[config.mk]
export PLATFORM = sky130hd
export DESIGN_NAME = led_trail_fade_renderer
export DESIGN_NICKNAME = d
export VERILOG_FILES = /design/src/rtl/core/ltfr_pkg.sv /design/src/rtl/core/led_trail_fade_renderer.sv /design/src/rtl/core/ltfr_ctrl.sv /design/src/rtl/core/ltfr_datapath.sv
export VERILOG_INCLUDE_DIRS = /design/src /design/src/rtl/core
export SDC_FILE = /design/constraint.sdc
export NUM_CORES = 1
export LEC_CHECK = 0
export ABC_CLOCK_PERIOD_IN_PS = 10500
export CORE_MARGIN = 1.5
export CORE_UTILIZATION = 65
export CTS_CLUSTER_SIZE = 25
export DETAILED_ROUTE_END_ITERATION = 12
export DONT_BUFFER_PORTS = 1
export MAX_ROUTING_LAYER = met4
export PLACE_DENSITY = 0.81
export REMOVE_ABC_BUFFERS = 1
export SETUP_SLACK_MARGIN = 0.15
export SLEW_MARGIN = 30
export SYNTH_ARGS = -nofsm -noshare
export SYNTH_HDL_FRONTEND = slang
export SYNTH_SLANG_ARGS = --single-unit
[constraint.sdc]
create_clock -name clock -period 10.5 [get_ports clock]
set_input_delay 0.525 -clock clock [delete_from_list [all_inputs] [get_ports clock]]
set_output_delay 0.525 -clock clock [all_outputs]
set_load 0.005 [all_outputs]
[src/rtl/core/led_trail_fade_renderer_assert.svh]
// Assertion macros for the LED trail fade renderer.
`ifndef LED_TRAIL_FADE_RENDERER_ASSERT_SVH
`define LED_TRAIL_FADE_RENDERER_ASSERT_SVH

// Check that a condition implies another at the same clock edge.
`define LTFR_ASSERT_SAME(label, clk, rst, ante, cons) \
   label: assert property (@(posedge clk) disable iff (rst) (ante) |-> (cons)) \
      else $error("ltfr assertion failed");

// Check that a condition implies another at the following clock edge.
`define LTFR_ASSERT_NEXT(label, clk, rst, ante, cons) \
   label: assert property (@(posedge clk) disable iff (rst) (ante) |=> (cons)) \
      else $error("ltfr assertion failed");

`endif

[src/rtl/core/ltfr_pkg.sv]
// Shared types, codes and constants of the LED trail fade renderer.
package ltfr_pkg;

   // Request type codes
   localparam logic ReqRender = 1'b0;
   localparam logic ReqClear  = 1'b1;

   // Bright channel codes
   localparam logic [1:0] ColorGreen = 2'd0;
   localparam logic [1:0] ColorRed   = 2'd1;
   localparam logic [1:0] ColorBlue  = 2'd2;
   localparam logic [1:0] ColorReset = ColorRed;

   // Brightness levels
   localparam int         LevelTrailTop = 200;
   localparam logic [7:0] LevelDot      = 8'd255;
   localparam int         DimShift      = 3;

   // Output register occupancy
   typedef enum logic {
      StEmpty,
      StFull
   } state_type;

   // Commands from the controller to the datapath
   typedef struct packed {
      logic load_result;
      logic push_trail;
      logic clear_trail;
   } cmd_type;

   // Level of trail slot 'slot' for a per-slot fade of 'step', floored at zero.
   function automatic logic [7:0] trail_slot_level(input int slot, input int step);
      int prod;
      prod = slot * step;
      return (prod >= LevelTrailTop) ? 8'd0 : 8'(LevelTrailTop - prod);
   endfunction

endpackage

[src/rtl/core/led_trail_fade_renderer.sv]
// Top level of the LED trail fade renderer: controller plus datapath.
// Latency: a render transaction's result is valid the cycle after it is accepted.
// Throughput: one transaction per cycle while rsp_ready holds; a single output
// register decouples the channels, and all TRAIL_DEPTH slot comparators work in
// parallel. Clear transactions return no result. Reset empties the history, sets the
// color mode to red and leaves the output register empty.
`include "led_trail_fade_renderer_assert.svh"

module led_trail_fade_renderer #(
   parameter int TRAIL_DEPTH = 12
) (
   input  logic       clock,
   input  logic       reset,
   input  logic       req_valid,
   output logic       req_ready,
   input  logic       req_type,
   input  logic [7:0] req_pixel_index,
   input  logic [7:0] req_dot_index,
   input  logic       req_end_of_frame,
   output logic       rsp_valid,
   input  logic       rsp_ready,
   output logic [7:0] rsp_green_level,
   output logic [7:0] rsp_red_level,
   output logic [7:0] rsp_blue_level,
   output logic       rsp_frame_done,
   input  logic       csr_wr_en,
   input  logic [1:0] csr_wr_data
);

   ltfr_pkg::cmd_type cmd;
   logic              trail_any_valid;
   logic              accept_req;
   logic              accept_clear;
   logic              accept_render;
   logic              accept_push;

   ltfr_ctrl u_ctrl (
      .clock            (clock),
      .reset            (reset),
      .req_valid        (req_valid),
      .req_type         (req_type),
      .req_end_of_frame (req_end_of_frame),
      .req_ready        (req_ready),
      .rsp_valid        (rsp_valid),
      .rsp_ready        (rsp_ready),
      .cmd              (cmd)
   );

   ltfr_datapath #(
      .TRAIL_DEPTH (TRAIL_DEPTH)
   ) u_datapath (
      .clock            (clock),
      .reset            (reset),
      .cmd              (cmd),
      .req_pixel_index  (req_pixel_index),
      .req_dot_index    (req_dot_index),
      .req_end_of_frame (req_end_of_frame),
      .csr_wr_en        (csr_wr_en),
      .csr_wr_data      (csr_wr_data),
      .rsp_green_level  (rsp_green_level),
      .rsp_red_level    (rsp_red_level),
      .rsp_blue_level   (rsp_blue_level),
      .rsp_frame_done   (rsp_frame_done),
      .trail_any_valid  (trail_any_valid)
   );

   // Decode accepted request transactions for the checks
   assign accept_req    = req_valid && req_ready;
   assign accept_clear  = accept_req && (req_type == ltfr_pkg::ReqClear);
   assign accept_render = accept_req && (req_type == ltfr_pkg::ReqRender);
   assign accept_push   = accept_render && req_end_of_frame;

   // Check history, result and ready behavior
   `LTFR_ASSERT_NEXT(a_clear_empties, clock, reset, accept_clear, !trail_any_valid)
   `LTFR_ASSERT_NEXT(a_push_fills, clock, reset, accept_push, trail_any_valid)
   `LTFR_ASSERT_NEXT(a_render_valid, clock, reset, accept_render, rsp_valid)
   `LTFR_ASSERT_NEXT(a_done, clock, reset, accept_render, rsp_frame_done == $past(req_end_of_frame))
   `LTFR_ASSERT_SAME(a_ready_rule, clock, reset, 1'b1, req_ready == (!rsp_valid || rsp_ready))

endmodule

[src/rtl/core/ltfr_ctrl.sv]
// Controller: output register occupancy, handshakes and datapath commands.
module ltfr_ctrl (
   input  logic               clock,
   input  logic               reset,
   input  logic               req_valid,
   input  logic               req_type,
   input  logic               req_end_of_frame,
   output logic               req_ready,
   output logic               rsp_valid,
   input  logic               rsp_ready,
   output ltfr_pkg::cmd_type  cmd
);

   ltfr_pkg::state_type state_ff;
   ltfr_pkg::state_type state_in;
   logic                accept_render;

   // Drive handshake status and commands
   always_comb begin
      req_ready     = (state_ff == ltfr_pkg::StEmpty) || rsp_ready;
      rsp_valid     = (state_ff == ltfr_pkg::StFull);
      accept_render = req_valid && req_ready && (req_type == ltfr_pkg::ReqRender);
      cmd.load_result = accept_render;
      cmd.push_trail  = accept_render && req_end_of_frame;
      cmd.clear_trail = req_valid && req_ready && (req_type == ltfr_pkg::ReqClear);
   end

   // Advance occupancy of the output register
   always_comb begin
      state_in = state_ff;
      unique case (state_ff)
         ltfr_pkg::StEmpty: begin
            if (accept_render) state_in = ltfr_pkg::StFull;
         end
         ltfr_pkg::StFull: begin
            if (rsp_ready && !accept_render) state_in = ltfr_pkg::StEmpty;
         end
         default: state_in = ltfr_pkg::StEmpty;
      endcase
   end

   always_ff @(posedge clock) begin
      if (reset) begin
         state_ff <= ltfr_pkg::StEmpty;
      end else begin
         state_ff <= state_in;
      end
   end

endmodule

[src/rtl/core/ltfr_datapath.sv]
// Datapath: trail history, per-slot match, color mapping and result register.
module ltfr_datapath #(
   parameter int TRAIL_DEPTH = 12
) (
   input  logic              clock,
   input  logic              reset,
   input  ltfr_pkg::cmd_type cmd,
   input  logic [7:0]        req_pixel_index,
   input  logic [7:0]        req_dot_index,
   input  logic              req_end_of_frame,
   input  logic              csr_wr_en,
   input  logic [1:0]        csr_wr_data,
   output logic [7:0]        rsp_green_level,
   output logic [7:0]        rsp_red_level,
   output logic [7:0]        rsp_blue_level,
   output logic              rsp_frame_done,
   output logic              trail_any_valid
);

   localparam int TrailStep = ltfr_pkg::LevelTrailTop / TRAIL_DEPTH;

   logic [7:0]             trail_pos_ff [TRAIL_DEPTH];
   logic [TRAIL_DEPTH-1:0] trail_valid_ff;
   logic [1:0]             color_mode_ff;
   logic [7:0]             green_ff;
   logic [7:0]             red_ff;
   logic [7:0]             blue_ff;
   logic                   frame_done_ff;
   logic [7:0]             level;
   logic [7:0]             dim;
   logic [7:0]             green_in;
   logic [7:0]             red_in;
   logic [7:0]             blue_in;

   // Match pixel against the dot and the history, newest slot winning
   always_comb begin
      level = 8'd0;
      for (int k = TRAIL_DEPTH - 1; k >= 0; k--) begin
         if (trail_valid_ff[k] && (trail_pos_ff[k] == req_pixel_index)) begin
            level = ltfr_pkg::trail_slot_level(k, TrailStep);
         end
      end
      if (req_pixel_index == req_dot_index) level = ltfr_pkg::LevelDot;
      dim = level >> ltfr_pkg::DimShift;
   end

   // Map level onto the bright channel, dim the others
   always_comb begin
      green_in = dim;
      red_in   = dim;
      blue_in  = dim;
      case (color_mode_ff)
         ltfr_pkg::ColorGreen: green_in = level;
         ltfr_pkg::ColorRed:   red_in   = level;
         ltfr_pkg::ColorBlue:  blue_in  = level;
         default: ;
      endcase
   end

   // Hold the color mode register
   always_ff @(posedge clock) begin
      if (reset) begin
         color_mode_ff <= ltfr_pkg::ColorReset;
      end else if (csr_wr_en) begin
         color_mode_ff <= csr_wr_data;
      end
   end

   // Shift valid marks on push, drop them all on clear
   always_ff @(posedge clock) begin
      if (reset || cmd.clear_trail) begin
         trail_valid_ff <= '0;
      end else if (cmd.push_trail) begin
         for (int k = TRAIL_DEPTH - 1; k > 0; k--) begin
            trail_valid_ff[k] <= trail_valid_ff[k-1];
         end
         trail_valid_ff[0] <= 1'b1;
      end
   end

   // Shift positions on push
   always_ff @(posedge clock) begin
      if (cmd.push_trail) begin
         for (int k = TRAIL_DEPTH - 1; k > 0; k--) begin
            trail_pos_ff[k] <= trail_pos_ff[k-1];
         end
         trail_pos_ff[0] <= req_dot_index;
      end
   end

   // Capture the result transaction
   always_ff @(posedge clock) begin
      if (cmd.load_result) begin
         green_ff      <= green_in;
         red_ff        <= red_in;
         blue_ff       <= blue_in;
         frame_done_ff <= req_end_of_frame;
      end
   end

   assign rsp_green_level = green_ff;
   assign rsp_red_level   = red_ff;
   assign rsp_blue_level  = blue_ff;
   assign rsp_frame_done  = frame_done_ff;
   assign trail_any_valid = |trail_valid_ff;

endmodule

---- Word-level counts from Yosys, hierarchy flattened ----
Memory sizes are Yosys's and may differ from the RTL's.
Index checks and enable logic that the tools add are counted.
operators by class
  eq/ne operators ......................... 15
  muxes and demuxes ....................... 21
  bitwise operators ....................... 2
  reduce and logical (&&, ||, !) cells .... 21
operator list
  operator                                        number
  == test 8 bit                                   13
  two-way mux 8 bit                               12
  two-way mux 5 bit                               4
  logical AND 1 bit                               17
  two-way mux 1 bit                               4
  == test 2 x 1 -> 1 bit (second input constant)  1
  == test 2 bit (second input constant)           1
  zero test 2 bit                                 1
  logical OR 1 bit                                2
  NOT 1 bit                                       2
  one-hot mux 1 bit (2 select lines)              1
  zero test 1 bit                                 1
storage, ports and cells
  register bits ........................... 40
  memory bits (writable) .................. 96
  input bits .............................. 25
  output and inout port bits .............. 27
  word-level logic and storage cells ...... 70
  memories kept ........................... 1
memories
  memory                   depth  bits a word  rd ports  clocked after Yosys merged registers in  wr ports  RTL line             text
  u_datapath.trail_pos_ff  12     8            12        0                                        12        ltfr_datapath.sv:22  logic [7:0] trail_pos_ff [TRAIL_DEPTH];

---- Longest topological paths before layout ----
An unclocked memory read counts as a cell.
  depth after elaboration ................. 17
  gate-level depth with buffers ........... 9
  gate-level depth less buffers ........... 7

---- Cells and area by module ----
A second synthesis with hierarchy kept.
second synthesis, totals
  cells, all modules ...................... 418
  area total of the unflattened synthesis .. 6065.8 um2
modules (own cells, without submodules)
  module         instances  cells an instance  area an instance (um2)  seq. area each (um2)
  ltfr_datapath  1          409                5992.0                  3913.8
  ltfr_ctrl      1          9                  73.8                    20.0

---- Least setup slack after synthesis ----
No wires, ideal clock.
  path type ............................... in2reg
  start point ............................. in rsp_ready
  end point ............................... mem u_datapath.trail_pos_ff[0][0] (enable)
  library setup time ...................... 0.498 ns
  arrival time ............................ 5.101 ns
  required time ........................... 10.002 ns
  path slack .............................. 4.901 ns
  stages on the path ...................... 6
  buffers on the path ..................... 1
  cell sequence ........................... nand2b_1 nand2_1 nor2_1 nand2_1 inv_1 clkbuf_1
RTL lines
  what             RTL line                       text
  start, declared  led_trail_fade_renderer.sv:21  input logic rsp_ready,
  end, declared    ltfr_datapath.sv:22

==> summary.txt <==
Outcome
  – Status: complete, no violations

Synthesis
  – Synth top area share: between 60% and 70%
  – Async set-reset flop share out of synthesis: 0%
  – Top_reg_cell synth: edfxtp_1
  – Synth area leader: edfxtp_1
  – Post-synth EDFFs: between 100 and 150
  – Seq cells post-synth: 136
  – Mapped Cells: 422
  – Netlist cell types: 45
  – Seq/Total Area, Yosys: 65.1%
  – Syn Area/Cell: 14.3 um^2
  – Post-Syn Area: slightly above 6000 um^2
  – Top post-synthesis cells by area: edfxtp_1 60%, xnor2_1 13%, dfxtp_1 5.0%
  – YS warnings: 0

Route
  – Routed wire per std cell: about 19 um
  – DRT iter0 DRCs: 203
  – Final WL: 10300 um
  – ANT nets after route: 0
  – Via/cell ratio: 5.90
  – TritonRoute pass-1 iters: 5
  – DRC viols: 0
  – Via Count: 3219

Cells and area
  – Layout area overhead: 9.42%
  – # diodes: 0
  – Share of cells above drive strength 1: a little over an eighth
  – Layout net count: 447

STA
  – Slew Viols, Final: 0
  – Peak Freq: 352 MHz
  – TNS Setup: 0 ns
  – Clock Skews: 0.00655 ns
  – Final period util: 27.1%
  – Fin. Hold Viols: 0
  – Unrepaired setup endpoints after global routing: no
  – Setup Viol. Count Final: 0
  – Rel. slew slack: 50.6%
  – Final setup margin: about 7.7 ns
  – Final Critical Period: 2.84 ns
  – Slew @ Worst Pin: 0.741 ns

Critical path
  – CP Capture Point: u_datapath.trail_pos_ff[0][0]$_DFFE_PP_
  – CP Max Fanout: 80
  – Critical path origin: u_ctrl.rsp_valid$_SDFF_PP0_
  – CP Launch Type: flop
  – Critical path class: flop to flop
  – R2r setup slk: 7.66 ns
  – Reg2reg path depth: 7
  – Critical Path RT: 10.64 ns
  – Worst r2r src: u_ctrl.rsp_valid$_SDFF_PP0_
  – CP Capture Type: flop
  – CP arrival: 2.98 ns
  – RR Endpoint: u_datapath.trail_pos_ff[0][0]$_DFFE_PP_

Placed design
  – Dpl hpwl: 6910 um
  – PortBufs: 0
  – Final GP Congestion: about 0.84
  – Placement Setup Slack: slightly above 7 ns

Floorplan
  – Die area: a little under 10000 um^2
  – Die height: 99.4 um
  – Core area: 9110 um^2
  – Die width: a little under 100 um
  – Placement Rows: 35
  – Io pins: 52
  – Initial Util: 66.4%

Global route
  – Largest net degree at the start of global routing: just over 80
  – Global-route wire length before repair: 16000 um
  – Congestion Overflow GR: 0
  – Overall Global Routing Usage: 22.6%
  – Vias in the first global route: between 3000 and 4000
  – Antenna violations before repair: 0

Power and ir drop
  – Power density over the cells: 197 nW/um^2
  – IR drop worst, VDD: 0.143 mV
  – Leakage: 2.07 nW

Clocking
  – CTS root buf: clkbuf_8
  – H-tree Lvls: 4
  – Clock slew at reported path FFs: approximately 0.06 ns
  – Post-CTS Resized: 0
  – Cts bufs inserted: 17
  – Cts hold-fix bufs: 0
  – Post-CTS Setup Inserts: 0
  – CTS max path bufs: 2
  – Clock latency on the worst-skew pair: 0.52 ns
  – CTS tree: done
  – CTS Sinks: approximately 140

Run
  – Max Cap Viol: 0

Worst hold path
  – Hold Crit Class: input pin to flop
## flip-flops by register name, summed over array words and instances (netlist names)
signal	count
u_datapath.rsp_frame_done	1
u_datapath.rsp_green_level	8
u_ctrl.rsp_valid	1
u_datapath.trail_pos_ff	96
u_datapath.rsp_red_level	8
u_datapath.rsp_blue_level	8
u_datapath.trail_valid_ff	12
u_datapath.color_mode_ff	2
## cell usage in the layout (no fill, tap or decap), types with 3 or more instances in the layout
cell / synthesis / routed
nor3_2: 5 / 5
nand2_1: 37 / 37
nand4_1: 12 / 12
edfxtp_1: 121 / 121
dfxtp_1: 15 / 15
xnor2_1: 88 / 88
nand2b_1: 3 / 3
nor2_1: 13 / 12
nand3_1: 14 / 14
o21ai_1: 6 / 6
nor3_1: 5 / 5
a31oi_1: 4 / 4
bufinv_16: 0 / 5
a21oi_1: 26 / 26
clkinvlp_4: 0 / 3
inv_6: 0 / 3
o21ai_0: 4 / 4
clkbuf_16: 0 / 16
inv_1: 4 / 3
nor2b_1: 4 / 4
xor2_1: 15 / 15
## how the worst min path moves through the flow
stage               cells after the start                                        from                                          to  slack [ns]
finish                                  1                                       reset                 u_ctrl.rsp_valid$_SDFF_PP0_        0.08
global route                            1                                       reset                 u_ctrl.rsp_valid$_SDFF_PP0_        0.06
CTS                                     1                                       reset                 u_ctrl.rsp_valid$_SDFF_PP0_        0.06
detailed placement                      0    u_datapath.trail_pos_ff[1][21]$_DFFE_PP_    u_datapath.trail_pos_ff[1][29]$_DFFE_PP_        0.46
global placement                        0     u_datapath.trail_pos_ff[1][1]$_DFFE_PP_     u_datapath.trail_pos_ff[1][9]$_DFFE_PP_        0.45
floorplan                               2  u_datapath.trail_valid_ff[11]$_SDFFE_PP0P_  u_datapath.trail_valid_ff[11]$_SDFFE_PP0P_        0.44
## where the power goes
part	switching, mW	internal (mW)
logic	0.0292	0.0242
clock network	0.223	0.412
registers	0.00890	0.603
total	0.261	1.04
## per-layer routing
metal	vias to the layer above	wire length [um]	GRT usage, %	share of wire (%)
met4	0	131	7.80	1.3
met1	1600	4060	26.5	39
met5	-	0	-	0
met2	90	5730	39.0	56
met3	14	404	4.78	3.9
li1	1515	-	-	-
## synth_stat cells, types with 2 or more instances
master,n
buf_12,6
a21oi_1,26
o21ai_0,4
buf_6,3
or3_1,2
a31oi_1,4
edfxtp_1,121
nor2b_1,4
nand2_1,37
xor2_1,15
clkbuf_1,4
nor3_1,5
nand4_2,2
inv_1,4
o21ai_1,6
xnor2_1,88
nor2_1,13
dfxtp_1,15
nor4_2,2
nand4_1,12
nand3_1,14
nand2b_1,3
nor3_2,5
buf_4,6
## metrics by stage
step	instance area (um^2)	hold WS [ns]	utilization [%]	power, mW	instances
2_1_floorplan	5810	0.437	-	0.665	401
3_3_place_gp	5970	0.450	65.5	0.675	514
3_5_place_dp	5970	0.456	65.5	0.677	514
4_1_cts	6610	0.0647	72.6	1.31	546
5_1_grt	6610	0.0631	72.6	1.33	546
6_report	6610	0.0771	72.6	1.30	546
## area by class of cell
cell class | count | area (um^2)
Multi-Input combinational cell | 261 | 1870
Inverter | 4 | 17.5
Fill cell | 580 | 2490
Clock inverter | 14 | 221
Sequential cell | 136 | 3930
Clock buffer | 18 | 418
Tap cell | 111 | 139
Timing Repair Buffer | 2 | 18.8
## logic make-up (layout without fill, tap and decap cells)
logic type,after synthesis,count (layout),share of synthesized area [%]
flip-flops,136,136,65.1
XOR/XNOR,104,104,15.2
AO/OA/AOI/OAI,49,49,5.11
multiplexers,1,1,0.166
AND/OR/NAND/NOR,107,107,10.3
buffers and inverters,25,38,4.10
## critical path: stages (launching register included)
cell	delay (ns)
dfxtp_1	0.32
nand2b_1	0.15
nand2_1	0.09
nor2_2	0.07
buf_4	0.32
nand2_1	0.42
inv_4	0.41
buf_6	0.57
(Power assumes the default switching activity.)
